--- config.mk ---
export PLATFORM = sky130hd
export DESIGN_NAME = buzzer_beep_and_sos_sequencer
export DESIGN_NICKNAME = d
export VERILOG_FILES = /design/src/rtl/bzsos_pkg.sv /design/src/rtl/buzzer_beep_and_sos_sequencer.sv
export VERILOG_INCLUDE_DIRS = /design/src /design/src/rtl
export SDC_FILE = /design/constraint.sdc
export NUM_CORES = 1
export LEC_CHECK = 0
export ABC_CLOCK_PERIOD_IN_PS = 6280
export BUFFER_PORTS_ARGS = -buffer_cell sky130_fd_sc_hd__buf_2
export CAP_MARGIN = 20
export CORE_ASPECT_RATIO = 0.7
export CORE_MARGIN = 8
export CORE_UTILIZATION = 60
export CTS_BUF_LIST = sky130_fd_sc_hd__clkbuf_4 sky130_fd_sc_hd__clkbuf_8
export CTS_CLUSTER_DIAMETER = 50
export DETAILED_ROUTE_END_ITERATION = 7
export GPL_ROUTABILITY_DRIVEN = 1
export GPL_TIMING_DRIVEN = 1
export PLACE_DENSITY_LB_ADDON = 0.05
export SLEW_MARGIN = 0
export SYNTH_ARGS = -nofsm -noshare
export SYNTH_HDL_FRONTEND = slang
export SYNTH_SLANG_ARGS = --single-unit
--- constraint.sdc ---
create_clock -name clk -period 6.28 [get_ports clk]
set_input_delay 1.256 -clock clk [delete_from_list [all_inputs] [get_ports clk]]
set_output_delay 1.256 -clock clk [all_outputs]
set_load 0.03 [all_outputs]
--- src/rtl/assert_macros.svh ---
// Assertion macros used by the RTL of the buzzer sequencer.
// Each macro expects signals named clk and rst_n in the including scope.
`ifndef ASSERT_MACROS_SVH
`define ASSERT_MACROS_SVH

// Check a property at every rising clock edge outside of reset
`define ASSERT_ALWAYS(label, prop) \
    label: assert property (@(posedge clk) disable iff (!rst_n) (prop)) \
        else $error("assertion failed");

// Check that a condition in one cycle leads to a consequence in the next
`define ASSERT_NEXT(label, ante, cons) \
    label: assert property (@(posedge clk) disable iff (!rst_n) (ante) |=> (cons)) \
        else $error("assertion failed");

`endif

--- src/rtl/bzsos_pkg.sv ---
// Package for the buzzer beep and SOS sequencer: item types, codes, constants
// and the Morse step table. Depends on nothing.
package bzsos_pkg;

    localparam int unsigned MS_W      = 16;
    localparam int unsigned STEP_W    = 5;
    localparam int unsigned CFG_IDX_W = 3;

    localparam logic [STEP_W-1:0] NO_STEP   = 5'd31;
    localparam logic [STEP_W-1:0] LAST_STEP = 5'd16;

    // Register reset values
    localparam logic [MS_W-1:0] DOT_RESET    = 16'd100;
    localparam logic [MS_W-1:0] DASH_RESET   = 16'd300;
    localparam logic [MS_W-1:0] SGAP_RESET   = 16'd100;
    localparam logic [MS_W-1:0] LGAP_RESET   = 16'd300;
    localparam logic [MS_W-1:0] MAXBP_RESET  = 16'd2000;

    typedef enum logic [1:0] {
        ACT_TICK = 2'd0,
        ACT_BEEP = 2'd1,
        ACT_SOS  = 2'd2
    } action_t;

    typedef enum logic [CFG_IDX_W-1:0] {
        CFG_DOT_LENGTH  = 3'd0,
        CFG_DASH_LENGTH = 3'd1,
        CFG_SYMBOL_GAP  = 3'd2,
        CFG_LETTER_GAP  = 3'd3,
        CFG_MAX_BEEP    = 3'd4
    } cfg_index_t;

    typedef enum logic [1:0] {
        KIND_DOT,
        KIND_DASH,
        KIND_SYMBOL_GAP,
        KIND_LETTER_GAP
    } step_kind_t;

    typedef struct packed {
        action_t         action;
        logic [MS_W-1:0] beep_ms;
    } in_item_t;

    typedef struct packed {
        logic              buzzer_on;
        logic              busy_res;
        logic [STEP_W-1:0] step_index;
        logic [MS_W-1:0]   beep_total;
        logic [MS_W-1:0]   sequence_total;
    } out_item_t;

    // Morse pattern S O S: even steps sound, odd steps are silent
    function automatic step_kind_t sos_kind(input logic [STEP_W-1:0] idx);
        step_kind_t kind;
        case (idx) inside
            5'd5, 5'd11:                               kind = KIND_LETTER_GAP;
            5'd6, 5'd8, 5'd10:                         kind = KIND_DASH;
            5'd1, 5'd3, 5'd7, 5'd9, 5'd13, 5'd15:      kind = KIND_SYMBOL_GAP;
            default:                                   kind = KIND_DOT;
        endcase
        return kind;
    endfunction

endpackage

--- src/rtl/buzzer_beep_and_sos_sequencer.sv ---
// Buzzer beep and Morse SOS sequencer, top level.
// Depends on bzsos_pkg and assert_macros.svh.
//
// One input item (tick, beep request or SOS start) is taken per clock cycle
// and its result item appears in the output register on the next cycle. The
// whole update of timer, step and counters is one pass of logic from the
// state registers to the result register, so the rate is one item per cycle;
// input ready follows the output register: an item is taken whenever the
// result register is empty or its item is taken in the same cycle. The
// configuration port is always ready and its writes apply from the next item.
module buzzer_beep_and_sos_sequencer (
    input  logic                              clk,
    input  logic                              rst_n,
    input  logic                              in_valid,
    output logic                              in_ready,
    input  bzsos_pkg::in_item_t               in_item,
    output logic                              out_valid,
    input  logic                              out_ready,
    output bzsos_pkg::out_item_t              out_item,
    input  logic                              cfg_valid,
    output logic                              cfg_ready,
    input  logic [bzsos_pkg::CFG_IDX_W-1:0]   cfg_index,
    input  logic [bzsos_pkg::MS_W-1:0]        cfg_data
);
    import bzsos_pkg::*;

    // Configuration registers
    logic [MS_W-1:0] dot_len_reg;
    logic [MS_W-1:0] dash_len_reg;
    logic [MS_W-1:0] sym_gap_reg;
    logic [MS_W-1:0] let_gap_reg;
    logic [MS_W-1:0] max_beep_reg;

    // Playback state
    logic [MS_W-1:0]   period_reg,   period_next;
    logic [MS_W-1:0]   elapsed_reg,  elapsed_next;
    logic              in_seq_reg,   in_seq_next;
    logic [STEP_W-1:0] step_reg,     step_next;
    logic              drive_reg,    drive_next;
    logic [MS_W-1:0]   beep_cnt_reg, beep_cnt_next;
    logic [MS_W-1:0]   seq_cnt_reg,  seq_cnt_next;

    // Result register
    logic      out_valid_reg;
    out_item_t out_item_reg;

    logic              accept;
    logic [MS_W-1:0]   tick_elapsed;
    logic [MS_W-1:0]   beep_len;
    logic [STEP_W-1:0] start_idx;
    logic [MS_W-1:0]   start_len;

    assign cfg_ready = 1'b1;
    assign in_ready  = !out_valid_reg || out_ready;
    assign accept    = in_valid && in_ready;
    assign out_valid = out_valid_reg;
    assign out_item  = out_item_reg;

    // Write configuration registers; unknown indexes are dropped
    always_ff @(posedge clk or negedge rst_n)
    begin
        if (!rst_n)
        begin
            dot_len_reg  <= DOT_RESET;
            dash_len_reg <= DASH_RESET;
            sym_gap_reg  <= SGAP_RESET;
            let_gap_reg  <= LGAP_RESET;
            max_beep_reg <= MAXBP_RESET;
        end
        else if (cfg_valid)
        begin
            unique case (cfg_index)
                CFG_DOT_LENGTH:  dot_len_reg  <= cfg_data;
                CFG_DASH_LENGTH: dash_len_reg <= cfg_data;
                CFG_SYMBOL_GAP:  sym_gap_reg  <= cfg_data;
                CFG_LETTER_GAP:  let_gap_reg  <= cfg_data;
                CFG_MAX_BEEP:    max_beep_reg <= cfg_data;
                default:         ;
            endcase
        end
    end

    // Pick the step to start and look up its length
    always_comb
    begin
        start_idx = (in_item.action == ACT_SOS) ? '0 : STEP_W'(step_reg + 1'b1);
        unique case (sos_kind(start_idx))
            KIND_DOT:        start_len = dot_len_reg;
            KIND_DASH:       start_len = dash_len_reg;
            KIND_SYMBOL_GAP: start_len = sym_gap_reg;
            default:         start_len = let_gap_reg;
        endcase
    end

    assign tick_elapsed = MS_W'(elapsed_reg + 1'b1);
    assign beep_len     = (in_item.beep_ms > max_beep_reg) ? max_beep_reg : in_item.beep_ms;

    // Compute the state after one item
    always_comb
    begin
        logic start_step;
        logic go_idle;
        start_step    = 1'b0;
        go_idle       = 1'b0;
        period_next   = period_reg;
        elapsed_next  = elapsed_reg;
        in_seq_next   = in_seq_reg;
        step_next     = step_reg;
        drive_next    = drive_reg;
        beep_cnt_next = beep_cnt_reg;
        seq_cnt_next  = seq_cnt_reg;

        case (in_item.action)
            ACT_TICK:
            begin
                if (period_reg != '0)
                begin
                    elapsed_next = tick_elapsed;
                    if (tick_elapsed >= period_reg)
                    begin
                        if (in_seq_reg && (step_reg < LAST_STEP))
                            start_step = 1'b1;
                        else
                            go_idle = 1'b1;
                    end
                end
            end
            ACT_BEEP:
            begin
                if (beep_len != '0)
                begin
                    beep_cnt_next = MS_W'(beep_cnt_reg + 1'b1);
                    period_next   = beep_len;
                    elapsed_next  = '0;
                    in_seq_next   = 1'b0;
                    step_next     = NO_STEP;
                    drive_next    = 1'b1;
                end
            end
            ACT_SOS:
            begin
                seq_cnt_next = MS_W'(seq_cnt_reg + 1'b1);
                start_step   = 1'b1;
            end
            default: ;
        endcase

        // A step of zero length ends playback
        if (start_step)
        begin
            if (start_len == '0)
                go_idle = 1'b1;
            else
            begin
                in_seq_next  = 1'b1;
                step_next    = start_idx;
                period_next  = start_len;
                elapsed_next = '0;
                drive_next   = !start_idx[0];
            end
        end

        if (go_idle)
        begin
            period_next  = '0;
            elapsed_next = '0;
            in_seq_next  = 1'b0;
            step_next    = NO_STEP;
            drive_next   = 1'b0;
        end
    end

    // Advance state on each accepted item
    always_ff @(posedge clk or negedge rst_n)
    begin
        if (!rst_n)
        begin
            period_reg   <= '0;
            elapsed_reg  <= '0;
            in_seq_reg   <= 1'b0;
            step_reg     <= NO_STEP;
            drive_reg    <= 1'b0;
            beep_cnt_reg <= '0;
            seq_cnt_reg  <= '0;
        end
        else if (accept)
        begin
            period_reg   <= period_next;
            elapsed_reg  <= elapsed_next;
            in_seq_reg   <= in_seq_next;
            step_reg     <= step_next;
            drive_reg    <= drive_next;
            beep_cnt_reg <= beep_cnt_next;
            seq_cnt_reg  <= seq_cnt_next;
        end
    end

    // Hold the result until it is taken
    always_ff @(posedge clk or negedge rst_n)
    begin
        if (!rst_n)
            out_valid_reg <= 1'b0;
        else if (in_ready)
            out_valid_reg <= in_valid;
    end

    always_ff @(posedge clk)
    begin
        if (accept)
        begin
            out_item_reg.buzzer_on      <= drive_next;
            out_item_reg.busy_res       <= (period_next != '0);
            out_item_reg.step_index     <= step_next;
            out_item_reg.beep_total     <= beep_cnt_next;
            out_item_reg.sequence_total <= seq_cnt_next;
        end
    end

`include "assert_macros.svh"

    // Idle means silent with no step
    `ASSERT_ALWAYS(a_idle_silent, (period_reg != '0) || (!drive_reg && step_reg == NO_STEP))
    // A running sequence sits on a real step
    `ASSERT_ALWAYS(a_seq_step, !in_seq_reg || (step_reg <= LAST_STEP))
    // A running period has not yet reached its length
    `ASSERT_ALWAYS(a_elapsed_short, (period_reg == '0) || (elapsed_reg < period_reg))
    // Each accepted SOS start bumps the sequence count by one
    `ASSERT_NEXT(a_sos_count, accept && in_item.action == ACT_SOS, seq_cnt_reg == MS_W'($past(seq_cnt_reg) + 1'b1))
    // A held result does not change while it waits
    `ASSERT_NEXT(a_out_hold, out_valid_reg && !out_ready, out_valid_reg && $stable(out_item_reg))

endmodule
==> metrics.yaml, run 1 <==
slew_violations: 0
crit_arrival_ps: 5320
max-slew-margin-rel_pct: 34.5
drc: 0
cts_setup_buffers: 0
synth_warnings: 0
final_cell_mix: "127 x dfrtp_1, 81 x buf_2, 74 x mux2_2"
path_clk_slew_ps: 100
required_ps: 6640
yosys.area.top_type: "dfrtp_1"
insertion_delay_ps: 470
hold_path_depth: 1
area_delta_synth_final_pct: 10.1
initial_core_util_pct: 60.5
hold_buffers: 0
ys.flop_type: "dfrtp_1"
worstPathMaxFanout: 12
cts_tree: "done"
cts_sinks: 191
worstSetupPathType: "flip-flop to flip-flop"
ys_types: 62
r2r_cells: 17
drtAntennaViolNets: 0
rows: 40
pin_count: 84
grt_pass1_wl_um: 39500
rsz0062_at_grt: "no"
finalWirelength_um: 25000
largest_reg_flops: 39
hold_viol_final: 0
grt_max_degree: 97
grt-ovfl-total: 0
grt_pass1_vias: 7115
dpl.hpwl_um: 17900
period_minus_slack_ps: 4960
min_from: "seq_cnt_reg[15]"
worst_pin_slew_ps: 977
finalCritPeriodShare_pct: 79.0
r2r_slack_ps: 1320
gp_congestion: 0.931
status: "completed"
vias: 7551
hold_end: "seq_cnt_reg[15]"
routedWlPerCell_um: 19.6
grt_usage_pct: 23.4
netlist_top_cells_area: "dfrtp_1 31%, edfxtp_1 11%, mux2_2 8.1%"
start_kind: "flip-flop"
synth_top_area_share_pct: 31.0
final_common_cell: "dfrtp_1"
max_freq_mhz: 202
syn_nets: 1035
synth_seq_cells: 191
async_flop_share_pct: 79.6
n_antenna_cell: 0
cap_viol_max_count: 0
clock_path_buffers: 2
vias_per_cell: 5.94
cts_root_buffer: "clkbuf_8"
cp-end-kind: "flip-flop"
syn_area_sq_mm: 0.0103
fp.coreArea_sq_mm: 0.0170
cts_repair_resize_count: 0
r2r_start: "elapsed_reg[0]"
seq_area_frac_synth_pct: 48.8
num-fill-cells: 1364
cts_inserted_buffers: 17
finClkSkew_ps: 13.8
die_h_um: 125
netlist_instances: 957
power_leakage_nw: 5.13
fin_nets: 1106
finalSetupViolations: 0
cts_max_level: 4
antenna_found_initial: 0
die_area_sq_mm: 0.0216
irDropWorstVdd_v: 0.000172
final_layout_size_suffix_gt1_share_pct: 23.8
dr.pass1.iters: 5
die_x_um: 172
fin_ws_ps: 1320
port_buffers: 82
synth_edf_count: 39
avgSynthCellArea_sq_um: 10.7
drtIter0Drc: 868
setup_tns_ps: 0
preCtsSetupSlack_ps: 992
rr_endpoint: "elapsed_reg[9]"
p_per_area_mw_per_mm2: 304
min_path_type: "flip-flop to flip-flop"
[kinds of logic (layout without fill, tap and decap cells)]
logic type | count (synthesis) | count (layout) | share of synthesized area [%]
AOI/OAI and AO/OA | 177 | 177 | 11.9
xor gates and xnor gates | 77 | 77 | 6.64
adders and majority gates | 36 | 36 | 4.39
and+or+nand+nor | 271 | 271 | 13.7
buffers and inverters | 110 | 194 | 4.38
DFF | 191 | 191 | 48.8
muxes | 94 | 94 | 10.2
other | 1 | 1 | 0.0365
[synthesized netlist by cell type, drive strengths merged, types with 5 or more instances]
cell / number
dfrtp: 127
mux2: 74
nand2: 74
inv: 60
nor2: 51
o21ai: 50
edfxtp: 39
xnor2: 39
xor2: 38
clkbuf: 36
ha: 36
nand3: 28
a21oi: 25
dfstp: 25
o31ai: 23
mux2i: 20
nand4: 20
nor3: 18
nor4: 18
a21o: 16
a32oi: 16
and3: 16
nand4b: 16
buf: 14
o211a: 8
nand2b: 7
o221ai: 7
o22ai: 6
or2: 6
nor2b: 5
[worst max-delay path by stage]
stage	start	end	slack [ps]	cells past startpoint
floorplan	elapsed_reg[0]	out_item[34]	1840	17
global placement	in_item[17]	out_item[34]	1140	13
detailed placement	in_item[17]	out_item[34]	990	13
CTS	elapsed_reg[0]	elapsed_reg[9]	1390	17
global route	elapsed_reg[2]	elapsed_reg[9]	920	17
finish	elapsed_reg[0]	elapsed_reg[9]	1320	17
[worst max-delay path, cell delays in order, from the launching register on]
cell and delay [ps]:
dfrtp_1 420, ha_1 300, nand2_1 80, or3_1 390
or2_2 380, nor2_1 260, nand3_1 210, nor2_1 170
xnor2_1 160, ha_1 280, a21o_1 160, a21oi_1 120
o21ai_0 80, a31oi_1 430, o21ai_1 180, nor2_1 360
nand3_1 470, o41ai_1 390
[routing by layer]
metal	share of wire, %	track usage, %	up-vias
li1	-	-	3599
met1	50	36.1	3686
met2	42	32.1	239
met3	7.3	6.35	25
met4	0.78	4.40	2
met5	0.26	2.41	-
[report_power, final]
part | switching (mW) | internal (mW) | leakage, nW
combinational | 0.528 | 0.397 | 2.69
clock | 0.466 | 0.366 | 0.205
sequential | 0.166 | 1.51 | 2.23
total | 1.16 | 2.27 | 5.13
[cell type report]
type                    count  area, sq um  share of cell area (%)
flip-flops and latches    191         5010                    44.3
multi-input cells         656         4820                    42.6
repair buffers            102          567                    5.01
well taps                 231          289                    2.56
clock buffers              18          241                    2.14
inverters                  60          225                    1.99
clock inverters            14          154                    1.36
[stage by stage]
stage | hold WS (ps) | total power, mW | std cells | utilization [%] | cell area (sq um)
4_1_cts | 496 | 3.43 | 1272 | 66.6 | 11300
3_5_place_dp | 478 | 2.61 | 1240 | 64.3 | 10900
5_1_grt | 535 | 3.61 | 1272 | 66.6 | 11300
3_3_place_gp | 473 | 2.59 | 1240 | 64.3 | 10900
6_report | 491 | 3.43 | 1272 | 66.6 | 11300
2_1_floorplan | 448 | 2.32 | 957 | - | 10300
No activity file was read; power rests on OpenSTA's default activity.
==> inputs of run 2 (changes only) <==
Settings changed: ABC_CLOCK_PERIOD_IN_PS 6280 to 5000.
Clock period 6.28 ns to 5 ns, I/O delays scaled along.
==> metrics.yaml, run 2 (synthesis gave the netlist of run 1 again) <==
status: "completed"
drc: 0
rows: 40
fin_nets: 1114
max_freq_mhz: 215
p_seq_share_pct: 47.0
utilization_pct: 67.4
hold_viol_final: 0
start_kind: "flip-flop"
pin_count: 84
max_stage_delay_ps: 500
cts_tree: "done"
worstSetupPathType: "flip-flop to flip-flop"
grt_usage_pct: 24.1
drtIter0Drc: 752
min_from: "seq_cnt_reg[15]"
min_path_type: "flip-flop to flip-flop"
finalSetupViolations: 0
finClkSkew_ps: 16.1
hold_buffers: 0
p_per_area_mw_per_mm2: 389
grt_pass1_vias: 7495
use_met1_pct: 36.7
path_clk_slew_ps: 100
cts_root_buffer: "clkbuf_8"
cap_viol_max_count: 0
irDropWorstVdd_v: 0.000200
cts_sinks: 191
initial_core_util_pct: 60.5
worstPathMaxFanout: 5
num-fill-cells: 1333
use_met3_pct: 6.35
vias_per_cell: 5.94
rr_endpoint: "out_item[34]"
area_delta_synth_final_pct: 11.3
critPathTopFamily: "simple AND/OR/NAND/NOR gates"
worst_path_max_delay_cell: "or4b_1"
r2r_start: "elapsed_reg[0]"
clockPowerShare_pct: 25.8
power_leakage_nw: 5.19
grt_busiest_layer: "met1"
pwr-share-comb_pct: 27.2
p_int_mw: 2.96
cp-startpoint: "elapsed_reg[0]"
grt-ovfl-total: 0
grt_max_degree: 90
routedWlPerCell_um: 19.6
fp.coreArea_sq_mm: 0.0170
cp_cell_sequence: "ha_1 -> nand2_1 -> or3_1 -> or2_2 -> nor2_1 -> nand3_1 -> nor2_1 -> xnor2_1 -> ha_1 -> a21o_1 -> a21oi_1 -> o21ai_0 -> a31oi_2 -> o21ai_1 -> nor2b_1 -> or2_2 -> or4b_1"
r2r_slack_ps: 350
cts_max_level: 4
rsz0062_at_grt: "no"
power_switching_share_pct: 33.4
cp-end-kind: "flip-flop"
insertion_delay_ps: 480
p_total_mw: 4.44
period_minus_slack_ps: 4650
finalWirelength_um: 25100
required_ps: 5220
hold_end: "seq_cnt_reg[15]"
largest_reg_flops: 39
port_buffers: 82
finalCritPeriodShare_pct: 93.0
hold_path_depth: 1
gp_congestion: 0.920
final_layout_size_suffix_gt1_share_pct: 24.5
setup_tns_ps: 0
cts_inserted_buffers: 17
die_area_sq_mm: 0.0216
multi_input_comb_area_sq_mm: 0.00483
die_h_um: 125
gr-usage-met2_pct: 33.3
final_cell_mix: "127 x dfrtp_1, 81 x buf_2, 74 x mux2_2"
max-slew-margin-rel_pct: 32.2
clock_path_buffers: 2
seq_area_sq_mm: 0.00501
final_common_cell: "dfrtp_1"
drtAntennaViolNets: 0
dr.pass1.iters: 5
die_x_um: 172
power_switching_mw: 1.48
slew_violations: 0
vias: 7609
dpl.hpwl_um: 17800
path_buf_inv: 0
r2r_cells: 17
antenna_found_initial: 0
crit_arrival_ps: 4870
n_antenna_cell: 0
grt_pass1_wl_um: 40800
worst_pin_slew_ps: 1020
run 2: layout make-up:
cell class	count	area share, %
timing repair buffer	110	5.59
tap	231	2.53
clock inverter	15	1.80
inverter	60	1.97
sequential	191	43.8
multi-input combinational	656	42.3
clock buffer	17	2.05
run 2: worst register-to-register path, stage by stage, from the launching register on:
cell     delay (ps)
dfrtp_1         420
ha_1            280
nand2_1          70
or3_1           390
or2_2           370
nor2_1          240
nand3_1         200
nor2_1          180
xnor2_1         160
ha_1            270
a21o_1          160
a21oi_1         120
o21ai_0         100
a31oi_2         290
o21ai_1         140
nor2b_1         170
or2_2           340
or4b_1          500
run 2: worst max-delay path by stage:
| stage | depth (start not counted) | end | slack [ps] |
|---|---|---|---|
| final | 17 | out_item[34] | 350 |
| after detailed placement | 17 | elapsed_reg[6] | 220 |
| after floorplan | 17 | out_item[34] | 560 |
| after global routing | 17 | out_item[34] | 0.9 |
| after CTS | 17 | elapsed_reg[6] | 200 |
| after global placement | 17 | elapsed_reg[9] | 360 |
run 2: what timing repair did:
| item | 4_1_cts | 5_1_grt |
|---|---|---|
| setup buffers | 0 | 0 |
| endpoints found under the setup margin | 0 | 14 |
| gates resized for setup | 0 | 2 |
run 2: per-stage QoR:
step | area [sq um] | hold slack, ps | std cells | worst slack [ps]
2_1_floorplan | 10300 | 448 | 957 | 561
3_3_place_gp | 11000 | 461 | 1248 | 359
3_5_place_dp | 11000 | 479 | 1248 | 217
4_1_cts | 11400 | 499 | 1280 | 200
5_1_grt | 11400 | 513 | 1280 | 0.946
6_report | 11400 | 498 | 1280 | 351
run 2: metal layers:
metal  vias to the layer above  wire length, um
met5                         -                0
met4                         0              193
met3                        17             2050
met2                       254            10800
met1                      3732            12100
li1                       3606                -
run 2: power groups by stage:
stage / logic [mW] / registers, mW / clock network, mW
after floorplan: 0.799 / 2.11 / 0
after detailed placement: 1.20 / 2.11 / 0
after global routing: 1.33 / 2.12 / 1.22
final: 1.21 / 2.09 / 1.15
after CTS: 1.20 / 2.08 / 1.16
after global placement: 1.17 / 2.11 / 0
